[config.mk]
export PLATFORM = sky130hd
export DESIGN_NAME = map_sheet_neighbour_step_flat
export DESIGN_NICKNAME = d
export VERILOG_FILES = /design/src/msn_pkg.sv /design/src/msn_in_if.sv /design/src/msn_out_if.sv /design/src/map_sheet_neighbour_step.sv /design/src/flat_wrapper.sv
export SDC_FILE = /design/constraint.sdc
export NUM_CORES = 1
export LEC_CHECK = 0
export BUFFER_PORTS_ARGS = -buffer_cell sky130_fd_sc_hd__buf_2
export CAP_MARGIN = 5
export CORE_MARGIN = 2
export CORE_UTILIZATION = 55
export DETAILED_ROUTE_END_ITERATION = 6
export HOLD_SLACK_MARGIN = 0.1
export PLACE_DENSITY = 0.81
export SETUP_SLACK_MARGIN = 0.02
export SYNTH_ARGS = -nofsm -noshare
export SYNTH_HDL_FRONTEND = slang
export SYNTH_SLANG_ARGS = --single-unit
[constraint.sdc]
create_clock -name clk_i -period 3.6 [get_ports clk_i]
set_clock_uncertainty 0.1 [all_clocks]
set_input_delay 0.72 -clock clk_i [delete_from_list [all_inputs] [get_ports clk_i]]
set_output_delay 0.72 -clock clk_i [all_outputs]
set_load 0.01 [all_outputs]
[src/msn_pkg.sv]
// Package for the map sheet neighbour step block.
// Zone limits, direction codes, scale codes and the sheet count lookup.
// No dependencies.
`timescale 1ns / 1ps
`default_nettype none

package msn_pkg;

  localparam int unsigned LAT_ZONES = 22;
  localparam int unsigned LON_ZONES = 60;

  localparam logic [4:0] LAT_ZONE_LAST = 5'(LAT_ZONES);
  localparam logic [5:0] LON_ZONE_LAST = 6'(LON_ZONES);

  // Compass direction codes
  localparam logic [3:0] DIR_NW = 4'd1;
  localparam logic [3:0] DIR_N  = 4'd2;
  localparam logic [3:0] DIR_NE = 4'd3;
  localparam logic [3:0] DIR_W  = 4'd4;
  localparam logic [3:0] DIR_E  = 4'd5;
  localparam logic [3:0] DIR_SW = 4'd6;
  localparam logic [3:0] DIR_S  = 4'd7;
  localparam logic [3:0] DIR_SE = 4'd8;

  // Scale letters B..H
  localparam logic [2:0] SCALE_B = 3'd0;
  localparam logic [2:0] SCALE_C = 3'd1;
  localparam logic [2:0] SCALE_D = 3'd2;
  localparam logic [2:0] SCALE_E = 3'd3;
  localparam logic [2:0] SCALE_F = 3'd4;
  localparam logic [2:0] SCALE_G = 3'd5;
  localparam logic [2:0] SCALE_H = 3'd6;

  // Sheets per zone side; zero marks an unknown scale letter
  function automatic logic [7:0] sheet_count(input logic [2:0] code);
    logic [7:0] n;
    unique case (code)
      SCALE_B: n = 8'd2;
      SCALE_C: n = 8'd4;
      SCALE_D: n = 8'd12;
      SCALE_E: n = 8'd24;
      SCALE_F: n = 8'd48;
      SCALE_G: n = 8'd96;
      SCALE_H: n = 8'd192;
      default: n = 8'd0;
    endcase
    return n;
  endfunction

endpackage

`default_nettype wire

[src/msn_in_if.sv]
// Request channel of the map sheet neighbour step block.
// Carries valid, ready and one sheet designation with a direction.
// No dependencies.
`timescale 1ns / 1ps
`default_nettype none

interface msn_in_if;
  logic       valid;
  logic       ready;
  logic       south;
  logic [4:0] zone_row;
  logic [6:0] zone_col;
  logic [2:0] scale_code;
  logic [9:0] sheet_row;
  logic [9:0] sheet_col;
  logic [3:0] req_type;

  modport source (
    output valid, south, zone_row, zone_col, scale_code, sheet_row, sheet_col, req_type,
    input  ready
  );

  modport sink (
    input  valid, south, zone_row, zone_col, scale_code, sheet_row, sheet_col, req_type,
    output ready
  );
endinterface

`default_nettype wire

[src/msn_out_if.sv]
// Result channel of the map sheet neighbour step block.
// Carries valid, ready and the neighbouring sheet with its status flags.
// No dependencies.
`timescale 1ns / 1ps
`default_nettype none

interface msn_out_if;
  logic       valid;
  logic       ready;
  logic       input_ok;
  logic       out_of_range;
  logic       new_south;
  logic [4:0] new_zone_row;
  logic [5:0] new_zone_col;
  logic [7:0] new_sheet_row;
  logic [7:0] new_sheet_col;

  modport source (
    output valid, input_ok, out_of_range, new_south, new_zone_row, new_zone_col,
           new_sheet_row, new_sheet_col,
    input  ready
  );

  modport sink (
    input  valid, input_ok, out_of_range, new_south, new_zone_row, new_zone_col,
           new_sheet_row, new_sheet_col,
    output ready
  );
endinterface

`default_nettype wire

[src/map_sheet_neighbour_step.sv]
// Map sheet neighbour step: validates a sheet designation and gives its
// neighbour in one of eight compass directions.
// Depends on msn_pkg, msn_in_if and msn_out_if.
//
//   channel  direction  interface        contents
//   in_i     sink       msn_in_if.sink   designation and direction
//   out_o    source     msn_out_if.source status flags and neighbour sheet
//
// Two register stages: the input register holds the accepted request, the
// result register holds the computed neighbour. An accepted request moves from
// the input register into the result register once that register is free;
// one request is taken every cycle while the output is not stalled.
// rst_ni clears both valid flags only. A stalled output holds the result
// register; the input register takes a request while it is empty or while its
// content moves on into the result register in the same cycle.
`timescale 1ns / 1ps
`default_nettype none

module map_sheet_neighbour_step
  import msn_pkg::*;
(
  input  wire        clk_i,
  input  wire        rst_ni,
  msn_in_if.sink     in_i,
  msn_out_if.source  out_o
);

  // Input register
  logic       req_valid_q;
  logic       south_q;
  logic [4:0] zone_row_q;
  logic [6:0] zone_col_q;
  logic [2:0] scale_code_q;
  logic [9:0] sheet_row_q;
  logic [9:0] sheet_col_q;
  logic [3:0] req_type_q;

  // Result register
  logic       res_valid_q;
  logic       input_ok_q, input_ok_d;
  logic       oor_q, oor_d;
  logic       new_south_q, new_south_d;
  logic [4:0] new_zone_row_q, new_zone_row_d;
  logic [5:0] new_zone_col_q, new_zone_col_d;
  logic [7:0] new_sheet_row_q, new_sheet_row_d;
  logic [7:0] new_sheet_col_q, new_sheet_col_d;

  logic res_free;
  logic req_free;

  assign res_free = !res_valid_q || out_o.ready;
  assign req_free = !req_valid_q || res_free;
  assign in_i.ready = req_free;

  always_ff @(posedge clk_i or negedge rst_ni) begin
    if (!rst_ni) begin
      req_valid_q <= 1'b0;
    end else if (req_free) begin
      req_valid_q <= in_i.valid;
    end
  end

  always_ff @(posedge clk_i) begin
    if (req_free && in_i.valid) begin
      south_q      <= in_i.south;
      zone_row_q   <= in_i.zone_row;
      zone_col_q   <= in_i.zone_col;
      scale_code_q <= in_i.scale_code;
      sheet_row_q  <= in_i.sheet_row;
      sheet_col_q  <= in_i.sheet_col;
      req_type_q   <= in_i.req_type;
    end
  end

  // Neighbour computation
  logic [7:0] n;
  logic       valid_desig;
  logic       go_n, go_s, go_w, go_e;
  logic       hemi;
  logic [4:0] zr;
  logic [5:0] zc;
  logic [7:0] r, c;
  logic       oor;

  always_comb begin
    n = sheet_count(scale_code_q);
    valid_desig = (zone_row_q >= 5'd1) && (zone_row_q <= LAT_ZONE_LAST)
               && (zone_col_q >= 7'd1) && (zone_col_q <= {1'b0, LON_ZONE_LAST})
               && (n != 8'd0)
               && (sheet_row_q >= 10'd1) && (sheet_row_q <= {2'b00, n})
               && (sheet_col_q >= 10'd1) && (sheet_col_q <= {2'b00, n});

    go_n = (req_type_q == DIR_NW) || (req_type_q == DIR_N) || (req_type_q == DIR_NE);
    go_s = (req_type_q == DIR_SW) || (req_type_q == DIR_S) || (req_type_q == DIR_SE);
    go_w = (req_type_q == DIR_NW) || (req_type_q == DIR_W) || (req_type_q == DIR_SW);
    go_e = (req_type_q == DIR_NE) || (req_type_q == DIR_E) || (req_type_q == DIR_SE);

    // Field values only matter once the designation is known to be valid
    hemi = south_q;
    zr   = zone_row_q;
    zc   = zone_col_q[5:0];
    r    = sheet_row_q[7:0];
    c    = sheet_col_q[7:0];
    oor  = 1'b0;

    if (go_n) begin
      if (r > 8'd1) begin
        r = r - 8'd1;
      end else begin
        r = n;
        if (hemi) begin
          if (zr <= 5'd1) hemi = 1'b0;
          else            zr = zr - 5'd1;
        end else begin
          if (zr >= LAT_ZONE_LAST) oor = 1'b1;
          else                     zr = zr + 5'd1;
        end
      end
    end else if (go_s) begin
      if (r < n) begin
        r = r + 8'd1;
      end else begin
        r = 8'd1;
        if (!hemi) begin
          if (zr <= 5'd1) hemi = 1'b1;
          else            zr = zr - 5'd1;
        end else begin
          if (zr >= LAT_ZONE_LAST) oor = 1'b1;
          else                     zr = zr + 5'd1;
        end
      end
    end

    if (go_w) begin
      if (c > 8'd1) begin
        c = c - 8'd1;
      end else begin
        c  = n;
        zc = (zc <= 6'd1) ? LON_ZONE_LAST : zc - 6'd1;
      end
    end else if (go_e) begin
      if (c < n) begin
        c = c + 8'd1;
      end else begin
        c  = 8'd1;
        zc = (zc >= LON_ZONE_LAST) ? 6'd1 : zc + 6'd1;
      end
    end

    input_ok_d      = valid_desig;
    oor_d           = valid_desig && oor;
    new_south_d     = 1'b0;
    new_zone_row_d  = '0;
    new_zone_col_d  = '0;
    new_sheet_row_d = '0;
    new_sheet_col_d = '0;
    if (valid_desig && !oor) begin
      new_south_d     = hemi;
      new_zone_row_d  = zr;
      new_zone_col_d  = zc;
      new_sheet_row_d = r;
      new_sheet_col_d = c;
    end
  end

  always_ff @(posedge clk_i or negedge rst_ni) begin
    if (!rst_ni) begin
      res_valid_q <= 1'b0;
    end else if (res_free) begin
      res_valid_q <= req_valid_q;
    end
  end

  always_ff @(posedge clk_i) begin
    if (res_free && req_valid_q) begin
      input_ok_q      <= input_ok_d;
      oor_q           <= oor_d;
      new_south_q     <= new_south_d;
      new_zone_row_q  <= new_zone_row_d;
      new_zone_col_q  <= new_zone_col_d;
      new_sheet_row_q <= new_sheet_row_d;
      new_sheet_col_q <= new_sheet_col_d;
    end
  end

  assign out_o.valid         = res_valid_q;
  assign out_o.input_ok      = input_ok_q;
  assign out_o.out_of_range  = oor_q;
  assign out_o.new_south     = new_south_q;
  assign out_o.new_zone_row  = new_zone_row_q;
  assign out_o.new_zone_col  = new_zone_col_q;
  assign out_o.new_sheet_row = new_sheet_row_q;
  assign out_o.new_sheet_col = new_sheet_col_q;

endmodule

`default_nettype wire

[src/flat_wrapper.sv]
// flat-port wrapper written by rule: the top's interface ports become plain ports
module map_sheet_neighbour_step_flat import msn_pkg::*;
  (clk_i, rst_ni, in_i_valid, in_i_south, in_i_zone_row, in_i_zone_col, in_i_scale_code, in_i_sheet_row, in_i_sheet_col, in_i_req_type, in_i_ready, out_o_valid, out_o_input_ok, out_o_out_of_range, out_o_new_south, out_o_new_zone_row, out_o_new_zone_col, out_o_new_sheet_row, out_o_new_sheet_col, out_o_ready);
  msn_in_if in_i_i ();
  msn_out_if out_o_i ();
  input  wire clk_i;
  input  wire rst_ni;
  input wire logic [$bits(in_i_i.valid)-1:0] in_i_valid;
  input wire logic [$bits(in_i_i.south)-1:0] in_i_south;
  input wire logic [$bits(in_i_i.zone_row)-1:0] in_i_zone_row;
  input wire logic [$bits(in_i_i.zone_col)-1:0] in_i_zone_col;
  input wire logic [$bits(in_i_i.scale_code)-1:0] in_i_scale_code;
  input wire logic [$bits(in_i_i.sheet_row)-1:0] in_i_sheet_row;
  input wire logic [$bits(in_i_i.sheet_col)-1:0] in_i_sheet_col;
  input wire logic [$bits(in_i_i.req_type)-1:0] in_i_req_type;
  output wire logic [$bits(in_i_i.ready)-1:0] in_i_ready;
  output wire logic [$bits(out_o_i.valid)-1:0] out_o_valid;
  output wire logic [$bits(out_o_i.input_ok)-1:0] out_o_input_ok;
  output wire logic [$bits(out_o_i.out_of_range)-1:0] out_o_out_of_range;
  output wire logic [$bits(out_o_i.new_south)-1:0] out_o_new_south;
  output wire logic [$bits(out_o_i.new_zone_row)-1:0] out_o_new_zone_row;
  output wire logic [$bits(out_o_i.new_zone_col)-1:0] out_o_new_zone_col;
  output wire logic [$bits(out_o_i.new_sheet_row)-1:0] out_o_new_sheet_row;
  output wire logic [$bits(out_o_i.new_sheet_col)-1:0] out_o_new_sheet_col;
  input wire logic [$bits(out_o_i.ready)-1:0] out_o_ready;
  assign in_i_i.valid = in_i_valid;
  assign in_i_i.south = in_i_south;
  assign in_i_i.zone_row = in_i_zone_row;
  assign in_i_i.zone_col = in_i_zone_col;
  assign in_i_i.scale_code = in_i_scale_code;
  assign in_i_i.sheet_row = in_i_sheet_row;
  assign in_i_i.sheet_col = in_i_sheet_col;
  assign in_i_i.req_type = in_i_req_type;
  assign in_i_ready = in_i_i.ready;
  assign out_o_valid = out_o_i.valid;
  assign out_o_input_ok = out_o_i.input_ok;
  assign out_o_out_of_range = out_o_i.out_of_range;
  assign out_o_new_south = out_o_i.new_south;
  assign out_o_new_zone_row = out_o_i.new_zone_row;
  assign out_o_new_zone_col = out_o_i.new_zone_col;
  assign out_o_new_sheet_row = out_o_i.new_sheet_row;
  assign out_o_new_sheet_col = out_o_i.new_sheet_col;
  assign out_o_i.ready = out_o_ready;
  map_sheet_neighbour_step u_core (.clk_i(clk_i), .rst_ni(rst_ni), .in_i(in_i_i), .out_o(out_o_i));
endmodule
==> results of run 1 <==
==> power by group <==
group | switching [mW] | internal (mW) | leakage, nW
registers | 0.0646 | 0.980 | 0.709
logic | 0.204 | 0.140 | 1.24
clock network | 0.299 | 0.339 | 0.0997
==> per-stage QoR <==
step	instance area [sq um]	power [mW]
floorplan	4683	1.276
global placement	5119	1.388
detailed placement	5119	1.394
CTS	5326	2.021
global route	5330	2.118
finish	5330	2.026
==> path summary, 6_finish.rpt <==
kind                       cells past startpoint  slack [ns]                           end                   start
setup / recovery                              10        0.27  u_core.out_o.new_zone_col[2]  u_core.scale_code_q[1]
min in group asynchronous                      2        0.59            u_core.req_valid_q                  rst_ni
max in group asynchronous                      2        2.71            u_core.out_o.valid                  rst_ni
hold / removal                                 1        0.39            u_core.out_o.valid      u_core.req_valid_q
hold reg to reg                                1        0.39            u_core.out_o.valid      u_core.req_valid_q
setup reg to reg                              10        0.27  u_core.out_o.new_zone_col[2]  u_core.scale_code_q[1]
==> state kept, by name, summed over array words and instances (netlist names) <==
name,flops
u_core.out_o.new_zone_row,5
u_core.out_o.out_of_range,1
u_core.zone_col_q,7
u_core.req_type_q,4
u_core.scale_code_q,3
u_core.out_o.new_sheet_col,8
u_core.out_o.valid,1
u_core.sheet_col_q,10
u_core.out_o.new_sheet_row,8
u_core.out_o.new_zone_col,6
u_core.req_valid_q,1
u_core.south_q,1
u_core.out_o.input_ok,1
u_core.sheet_row_q,10
u_core.out_o.new_south,1
u_core.zone_row_q,5
==> layout make-up <==
class	instances	area, sq um	share of cell area
Clock buffer	11	141.4	0.02653
Clock inverter	5	56.30	0.01056
Inverter	15	56.30	0.01056
Multi-Input combinational cell	357	2340	0.4390
Sequential cell	72	2152	0.4038
Tap cell	105	131.4	0.02465
Timing Repair Buffer	85	452.9	0.08498
==> routing by layer <==
metal  global-route usage  share of wire
met5                    0              0
met4              0.08333          0.015
met3              0.03994          0.072
met2               0.3484           0.43
met1               0.3860           0.48
==> worst max-delay path: stages, from the launching register on <==
cell      delay, ns
edfxtp_1       0.50
nand2b_1       0.26
ha_1           0.35
a211oi_1       0.24
o211ai_1       0.15
o21ai_1        0.38
nand2b_2       0.32
mux2i_4        0.10
a21o_2         0.34
buf_4          0.21
a211oi_1       0.21
==> what timing repair did <==
item	4_1_cts	5_1_grt
resized for setup	0	2
hold buffers	1	0
buffers inserted	0	0
endpoints found under the hold margin	2	0
endpoints found under the setup margin	0	16
==> synth_stat cells, drive strengths merged, types with 2 or more instances <==
cell | n | share of area
a2111oi | 4 | 0.0088
a211oi | 13 | 0.021
a21o | 3 | 0.0048
a21oi | 30 | 0.032
a22o | 2 | 0.0037
a22oi | 5 | 0.0080
a311oi | 3 | 0.0056
a31oi | 13 | 0.017
a32oi | 2 | 0.0037
and2 | 4 | 0.0053
and3 | 8 | 0.011
buf | 9 | 0.016
clkbuf | 17 | 0.014
dfrtp | 2 | 0.011
edfxtp | 70 | 0.45
ha | 27 | 0.072
inv | 15 | 0.012
mux2i | 4 | 0.011
nand2 | 35 | 0.028
nand2b | 11 | 0.015
nand3 | 14 | 0.015
nand3b | 3 | 0.0048
nand4 | 12 | 0.016
nand4b | 3 | 0.0056
nor2 | 45 | 0.037
nor2b | 3 | 0.0040
nor3 | 19 | 0.020
nor3b | 5 | 0.0080
nor4 | 4 | 0.0085
o211ai | 4 | 0.0064
o21a | 2 | 0.0032
o21ai | 24 | 0.026
o21bai | 2 | 0.0032
o221ai | 2 | 0.0037
o22ai | 4 | 0.0053
o31a | 2 | 0.0037
o31ai | 2 | 0.0032
o32ai | 3 | 0.0056
or2 | 4 | 0.0053
or3 | 3 | 0.0040
xnor2 | 15 | 0.028
xor2 | 5 | 0.0094
==> logic make-up after synthesis <==
logic type               count (synthesis)  synth area share
AO/OA/AOI/OAI                          127            0.1785
XOR/XNOR                                20           0.03740
adder cells (fa/ha/maj)                 27           0.07213
buffers and inverters                   41           0.04167
flip-flops                              72            0.4595
multiplexers                             5           0.01363
AND/OR/NAND/NOR                        178            0.1972
==> summary.txt, run 1 <==
Global route
  – Initial antenna violation count: 0
  – Total track usage: 0.2480
  – Largest net degree at the start of global routing: 41
  – First-pass GRT wire length: 17.22 mm
  – Vias in the first global route: 3,457
  – Total grt overflow: 0

Cells and area
  – Commonest cells after routing, fill and taps aside: buf_2, edfxtp_1, nor2_1
  – Layout cell share with drive strength beyond 1: 0.2037
  – # fillers: 664
  – Final Non-Filler Cells: 650
  – Nets: 611
  – Commonest non-fill, non-tap cell in the layout: buf_2
  – # diodes: 0
  – Area Growth Syn to Fin: 13.81%
  – Post-layout util: 0.6487

STA
  – Final setup violation count: 0
  – Final hold vios: 0
  – Maximum clock rate: 0.3002 GHz
  – Final slew viol count: 0
  – RSZ-0062 raised after global routing: false
  – Setup TNS: 0 ns
  – Final min period: 3.331 ns
  – Post-route setup slack: 0.2687 ns
  – Crit share post-route: 0.9254
  – Final hold slack: 0.3855 ns
  – Slew @ Worst Pin: 0.8658 ns
  – Worst relative slew slack: 0.4228

Place
  – Port-buffer cells: 75
  – Worst slack at placement: 0.1594 ns
  – GP Congestion: 0.9864
  – Dpl hpwl: 8.117 mm
  – Placed Instances: 633

Detailed routing
  – DRC viols: 0
  – Wire length per cell: 16.87 um
  – WL final: 10.96 mm
  – Final ANT Viol Nets: 0
  – DR vias/cell: 6.103
  – DR iter-0 viols: 572
  – DR pass1 iterations: 5
  – Via count: 3,967

Critical path
  – Max FO, Critical Path: 15
  – CP required: 3.68 ns
  – CP arrival: 3.41 ns
  – CP endpoint kind: flop
  – CP Class: flop to flop
  – CP startpoint kind: flop

Yosys
  – Top_reg_cell synth: edfxtp_1
  – #FFs+latches synth: 72
  – Yosys cell types: 64
  – Post-synth EDFFs: 70
  – Post-synthesis sequential area ratio: 0.4595
  – Gate Count Post-Synth: 470
  – Asr flop ratio synth: 0.02778
  – Avg Inst Size Synth: 9.964 sq um
  – Yosys warns: 0
  – Synthesized cell area: 0.004683 sq mm
  – Mapped Nets: 541

Pwr
  – Leak: 2.052 nW
  – Pwr/cell area: 380.2 mW/mm^2
  – VDD IR max: 319.6 uV

Clock network
  – CTS Buf Count: 9
  – CTS Buffer Depth: 2
  – H-Tree Depth: 3
  – Clock Root Buffer: clkbuf_8
  – Worst skew pair latency: 0.36 ns
  – Clk slew on worst S/H paths: 0.08 ns
  – Clock sink total: 72
  – CTS tree: yes

Floorplan
  – Ports: 76
  – Initial core utilization: 0.5700
  – Core Region: 0.008217 sq mm
  – Cell row count: 33
  – Die X: 96.28 um
  – Die ar.: 0.009269 sq mm
  – Die height: 96.28 um

Flow run
  – MaxCap Viol Count: 0

Outcome
  – Status: complete, no violations

Hold path
  – Hold WC Path Type: flop to flop
No activity file was read; power rests on OpenSTA's default activity.
==> run 2, diff against run 1 <==
--- a/config.mk
+++ b/config.mk
@@ -7,11 +7,10 @@
 export LEC_CHECK = 0
 export BUFFER_PORTS_ARGS = -buffer_cell sky130_fd_sc_hd__buf_2
 export CAP_MARGIN = 5
-export CORE_MARGIN = 2
-export CORE_UTILIZATION = 55
+export CORE_UTILIZATION = 57
 export DETAILED_ROUTE_END_ITERATION = 6
 export HOLD_SLACK_MARGIN = 0.1
-export PLACE_DENSITY = 0.81
+export PLACE_DENSITY = 0.89
 export SETUP_SLACK_MARGIN = 0.02
 export SYNTH_ARGS = -nofsm -noshare
 export SYNTH_HDL_FRONTEND = slang
==> run 2 against run 1 <==
  * Routed wire length shrank 0.31%
  * Die area decreased by 7.4%
  * Sequential cell count is the same
  * Critical path depth stayed put
  * Sequential power barely moved
  * Combinational power about the same
  * Count of clock-buffer cells in the layout decreased by 2
  * Critical path type unchanged
  * Largest cell class unchanged
==> summary.txt, run 2 (synthesis gave the netlist of run 1 again) <==
Global route
  – Initial antenna violation count: 0 (unchanged)
  – First-pass GRT wire length: 17.37 mm (+0.88%)
  – Total track usage: 0.2636 (+0.01553)
  – Total grt overflow: 0 (unchanged)
  – Largest net degree at the start of global routing: 41 (unchanged)
  – Vias in the first global route: 3,542 (+2.5%)

Cells and area
  – # diodes: 0 (unchanged)
  – Nets: 609 (-0.33%)
  – Post-layout util: 0.6826 (+0.03386)
  – Layout cell share with drive strength beyond 1: 0.2007 (-0.002933)
  – Area Growth Syn to Fin: 14.37%
  – Layout Cell Area excl Fill: 0.005356 sq mm (+0.49%)
  – Commonest non-fill, non-tap cell in the layout: buf_2
  – Top flop regs: u_core.sheet_col_q: 10 flops, u_core.sheet_row_q: 10 flops
  – Final Non-Filler Cells: 645 (-0.77%)
  – Commonest cells after routing, fill and taps aside: buf_2, edfxtp_1, nor2_1

STA
  – Final setup violation count: 0 (unchanged)
  – Maximum clock rate: 0.3040 GHz (+1.3%)
  – Final hold vios: 0 (unchanged)
  – Crit share post-route: 0.9139 (-0.01150)
  – Worst relative slew slack: 0.3906 (-0.03213)
  – Final min period: 3.290 ns (-0.04140 ns)
  – RSZ-0062 raised after global routing: false
  – Setup TNS: 0 ns (unchanged)
  – Final hold slack: 0.4236 ns (+0.03811 ns)
  – Final slew viol count: 0 (unchanged)
  – Post-route setup slack: 0.3101 ns (+0.04140 ns)
  – Slew @ Worst Pin: 0.9140 ns (+0.04820 ns)

Pwr
  – Leak: 2.060 nW (+0.40%)
  – Pwr Total: 2.161 mW (+6.7%)
  – Pwr/cell area: 403.5 mW/mm^2 (+6.1%)
  – VDD IR max: 270.1 uV (-15%)

Critical path
  – Max FO, Critical Path: 13 (-2)
  – CP required: 3.67 ns (about the same)
  – CP startpoint kind: flop
  – CP endpoint kind: flop
  – CP arrival: 3.36 ns (-0.05 ns)
  – CP Class: flop to flop
  – Worst R2R Path Depth: 10 (unchanged)

Detailed routing
  – DR pass1 iterations: 6 (+1)
  – M1 WL: 4.881 mm (-7.7%)
  – Routed wl met2: 4.700 mm (-0.49%)
  – Met3 wire length: 1.015 mm (+29%)
  – WL final: 10.93 mm (-0.31%)
  – Wire length per cell: 16.95 um (+0.46%)
  – Final ANT Viol Nets: 0 (unchanged)
  – DRC viols: 0 (unchanged)
  – Via count: 4,082 (+2.9%)
  – Top sig layer: met4
  – DR vias/cell: 6.329 (+3.7%)
  – DR iter-0 viols: 499 (-13%)

Clock network
  – Clock sink total: 72 (unchanged)
  – CTS Buf Count: 9 (unchanged)
  – Clk slew on worst S/H paths: 0.08 ns (about the same)
  – Clock Root Buffer: clkbuf_8
  – Worst skew pair latency: 0.36 ns (about the same)
  – CTS tree: yes
  – H-Tree Depth: 3 (unchanged)
  – CTS Buffer Depth: 2 (unchanged)

Outcome
  – Status: complete, no violations

Hold path
  – Hold WC Path Type: flop to flop
  – Hold Crit Depth: 1 (unchanged)

Flow run
  – MaxCap Viol Count: 0 (unchanged)

Floorplan
  – Die X: 92.65 um (-3.8%)
  – Die ar.: 0.008583 sq mm (-7.4%)
  – Ports: 76 (unchanged)
  – Cell row count: 32 (-3.0%)
  – Die height: 92.65 um (-3.8%)
  – Core Region: 0.007848 sq mm (-4.5%)
  – Initial core utilization: 0.5968 (+0.02681)

Place
  – Worst slack at placement: 0.3297 ns (+0.1703 ns)
  – Dpl hpwl: 7.935 mm (-2.2%)
  – Placed Instances: 628 (-0.79%)
  – GP Congestion: 0.9595 (-2.7%)
  – Port-buffer cells: 75 (unchanged)
  – DP Area: 0.005101 sq mm (-0.34%)
run 2: final timing paths:
path / startpoint / endpoint / slack, ns
worst min-delay path: u_core.req_valid_q / u_core.out_o.valid / 0.42
max in group asynchronous: rst_ni / u_core.req_valid_q / 2.72
min in group asynchronous: rst_ni / u_core.out_o.valid / 0.58
worst max register to register: u_core.scale_code_q[1] / u_core.out_o.new_sheet_col[0] / 0.31
worst max-delay path: u_core.scale_code_q[1] / u_core.out_o.new_sheet_col[0] / 0.31
worst min register to register: u_core.req_valid_q / u_core.out_o.valid / 0.42
run 2: timing repair:
| action | in CTS | in global routing |
|---|---|---|
| hold buffers | 1 | 0 |
| gates resized for setup | 0 | 1 |
| hold endpoints to repair | 2 | 0 |
| setup endpoints to repair | 0 | 1 |
| buffers inserted | 0 | 0 |
run 2: layout make-up:
cell class	count	area (sq um)
fill	611	2491
multi-input combinational	357	2340
tap	102	127.6
inverter	15	56.30
timing repair buffer	83	437.9
sequential	72	2152
clock inverter	7	118.9
clock buffer	9	123.9
run 2: worst max-delay path, cell delays in order (launching register included):
cell and delay [ns]:
edfxtp_1 0.51, nand2b_1 0.26, ha_1 0.35, a211oi_1 0.24, o211ai_1 0.15, o21ai_1 0.36
nand2b_2 0.31, mux2i_4 0.10, a21o_1 0.28, buf_4 0.21, nor3b_1 0.25
run 2: power by group:
part	switching [mW]	total [mW]	internal (mW)
clock	0.313	0.774	0.461
sequential	0.0627	1.04	0.981
combinational	0.205	0.344	0.138
total	0.581	2.16	1.58
run 2: routing by layer:
metal | GRT usage | up-vias
met5 | 0 | -
met4 | 0.1167 | 0
met3 | 0.05255 | 31
met2 | 0.3778 | 240
met1 | 0.3870 | 1883
li1 | - | 1928
==> run 3, diff against run 2 <==
==> constraint.sdc (replaced) <==
create_clock -name clk_i -period 3.27 [get_ports clk_i]
set_clock_uncertainty 0.1 [all_clocks]
set_input_delay 0.654 -clock clk_i [delete_from_list [all_inputs] [get_ports clk_i]]
set_output_delay 0.654 -clock clk_i [all_outputs]
set_load 0.01 [all_outputs]
==> run 3 against run 2 <==
  * The flow now finishes with violations (design-rule violations)
  * Sequential share of layout area is 1.3 points lower
  * Critical path depth is 1 lower
  * Cell count is 2.3% higher
  * Count of clock-buffer cells in the layout stayed put
  * Die area stayed put
  * Power is 7.8% higher
  * Sequential power is 9.6% higher
  * Combinational power is 21% higher
  * Critical path type unchanged
  * Non-clock buffer count is 15 higher
==> summary.txt, run 3 (synthesis gave the netlist of run 1 again) <==
Outcome
  – Status: finished, violations left
  – Violated checks: design-rule violations

Cells and area
  – Final Non-Filler Cells: 660 (+2.3%)
  – Nets: 624 (+2.5%)
  – Area Growth Syn to Fin: 18.09%
  – Commonest cells after routing, fill and taps aside: buf_2, edfxtp_1, nor2_1
  – Top flop regs: u_core.sheet_col_q: 10 flops, u_core.sheet_row_q: 10 flops
  – Commonest non-fill, non-tap cell in the layout: buf_2
  – Layout Cell Area excl Fill: 0.005530 sq mm (+3.2%)
  – # diodes: 0 (unchanged)
  – Layout cell share with drive strength beyond 1: 0.2419 (+0.04120)
  – Post-layout util: 0.7047 (+0.02216)

STA
  – RSZ-0062 raised after global routing: true
  – Final hold vios: 0 (unchanged)
  – Final setup violation count: 0 (unchanged)
  – Final hold slack: 0.3621 ns (-0.06151 ns)
  – Final slew viol count: 0 (unchanged)
  – Post-route setup slack: 0.06009 ns (-0.2500 ns)
  – Worst relative slew slack: 0.3775 (-0.01312)
  – Slew @ Worst Pin: 0.9337 ns (+0.01967 ns)
  – Crit share post-route: 0.9816 (+0.06776)
  – Maximum clock rate: 0.3115 GHz (+2.5%)
  – Final min period: 3.210 ns (-0.08000 ns)

Place
  – DP Area: 0.005154 sq mm (+1.0%)
  – Placed Instances: 635 (+1.1%)
  – GP Congestion: 0.9582 (-0.14%)
  – Port-buffer cells: 75 (unchanged)
  – Dpl hpwl: 8.259 mm (+4.1%)
  – Worst slack at placement: -0.02845 ns (-0.3582 ns)

Critical path
  – Crit path largest cell delay: 0.49 ns (-0.02 ns)
  – CP arrival: 3.22 ns (-0.14 ns)
  – CP endpoint kind: flop
  – Worst R2R Path Depth: 9 (-1)
  – Critical Path Slowest Stage Cell: edfxtp_1
  – Setup crit start: u_core.scale_code_q[0]
  – CP startpoint kind: flop
  – Reg2reg setup slack: 0.06 ns (-0.25 ns)
  – Worst r2r src: u_core.scale_code_q[0]
  – Max FO, Critical Path: 6 (-7)
  – CP Class: flop to flop
  – Critical Path, Cell by Cell: nand3b_1 -> ha_1 -> nand4_1 -> a21oi_1 -> a2111oi_2 -> o21bai_4 -> o2111ai_4 -> a21o_4 -> a2111oi_1
  – R2R Path End: u_core.out_o.new_zone_row[3]
  – CP required: 3.28 ns (-0.39 ns)

Detailed routing
  – DR vias/cell: 6.286 (-0.67%)
  – DR iter-0 viols: 491 (-1.6%)
  – Wire length per cell: 17.31 um (+2.2%)
  – Final ANT Viol Nets: 0 (unchanged)
  – DR pass1 iterations: 7 (+1)
  – DRC viols: 1 (+1)
  – WL final: 11.43 mm (+4.5%)
  – Via count: 4,149 (+1.6%)

Clock network
  – CTS Buffer Depth: 2 (unchanged)
  – Clock Root Buffer: clkbuf_8
  – Clock sink total: 72 (unchanged)
  – CTS Buf Count: 9 (unchanged)
  – H-Tree Depth: 3 (unchanged)
  – Worst skew pair latency: 0.36 ns (about the same)
  – Clk slew on worst S/H paths: 0.08 ns (about the same)
  – CTS tree: yes

Global route
  – First-pass GRT wire length: 18.31 mm (+5.4%)
  – Total grt overflow: 0 (unchanged)
  – Total track usage: 0.2755 (+0.01195)
  – Vias in the first global route: 3,685 (+4.0%)
  – Largest net degree at the start of global routing: 41 (unchanged)
  – Initial antenna violation count: 0 (unchanged)

Pwr
  – Sw Ratio: 0.2795 (+0.01060)
  – Sw Pwr: 0.6513 mW (+12%)
  – P_int: 1.679 mW (+6.2%)
  – Pwr/cell area: 421.3 mW/mm^2 (+4.4%)
  – Leak: 2.130 nW (+3.4%)
  – Logic pwr share: 0.179 (+0.020)
  – VDD IR max: 267.2 uV (-1.1%)
  – Sequential share of power: 0.491 (+0.008)
  – Clk pwr share: 0.330 (-0.028)

Floorplan
  – Die ar.: 0.008583 sq mm (unchanged)
  – Initial core utilization: 0.5968 (unchanged)
  – Ports: 76 (unchanged)
  – Cell row count: 32 (unchanged)
  – Die height: 92.65 um (unchanged)
  – Core Region: 0.007848 sq mm (unchanged)
  – Die X: 92.65 um (unchanged)

Hold path
  – Hold Crit Depth: 1 (unchanged)
  – Hold Path End: u_core.south_q
  – Hold Path Origin: in_i_south
  – Hold WC Path Type: input port to flop

Flow run
  – MaxCap Viol Count: 0 (unchanged)
[run 3: cell type report]
class / count / area, sq um
multi-input combinational: 357 / 2424
fill: 593 / 2317
sequential: 72 / 2152
timing repair buffer: 98 / 550.5
tap: 102 / 127.6
clock buffer: 9 / 123.9
clock inverter: 7 / 96.34
inverter: 15 / 56.30
[run 3: worst max-delay path: cells and delay by family, from the launching register on]
kind / cells / cell delay [ns]
AO/OA/AOI/OAI: 6 / 1.50
flip-flops: 1 / 0.49
AND/OR/NAND/NOR: 2 / 0.47
adder cells (fa/ha/maj): 1 / 0.39
[run 3: how the worst max path moves through the flow]
| stage | endpoint | slack [ns] | depth (start not counted) |
|---|---|---|---|
| after detailed placement | u_core.out_o.new_sheet_col[2] | -0.03 | 11 |
| after global placement | u_core.out_o.new_zone_row[3] | 0.23 | 9 |
| after global routing | u_core.out_o.new_zone_row[3] | -0.17 | 11 |
| final | u_core.out_o.new_zone_row[3] | 0.06 | 9 |
| after CTS | u_core.out_o.new_sheet_col[2] | 0.03 | 11 |
| after floorplan | u_core.out_o.new_zone_row[3] | 0.21 | 12 |
[run 3: through the flow]
stage,power [mW],setup TNS [ns]
3_5_place_dp,1.537,-0.04862
5_1_grt,2.421,-0.2961
6_report,2.330,0
2_1_floorplan,1.405,0
3_3_place_gp,1.525,0
4_1_cts,2.298,0
[run 3: per-layer routing]
layer	track usage	share of wire
met5	0	0
met2	0.4167	0.45
met3	0.04351	0.091
met1	0.4042	0.44
met4	0.09487	0.021
[run 3: power by group through the flow]
stage,registers [mW],logic (mW),clock network (mW)
floorplan,1.15,0.260,0
global placement,1.16,0.366,0
detailed placement,1.16,0.375,0
CTS,1.14,0.383,0.772
global route,1.15,0.458,0.810
finish,1.14,0.416,0.769
[run 3: what timing repair did]
action / CTS / global route
pin swaps: 1 / 5
hold endpoints to repair: 2 / 0
cloned: 0 / 0
hold buffers: 1 / 0
setup buffers: 1 / 7
endpoints found under the setup margin: 8 / 27
gates resized for setup: 2 / 15
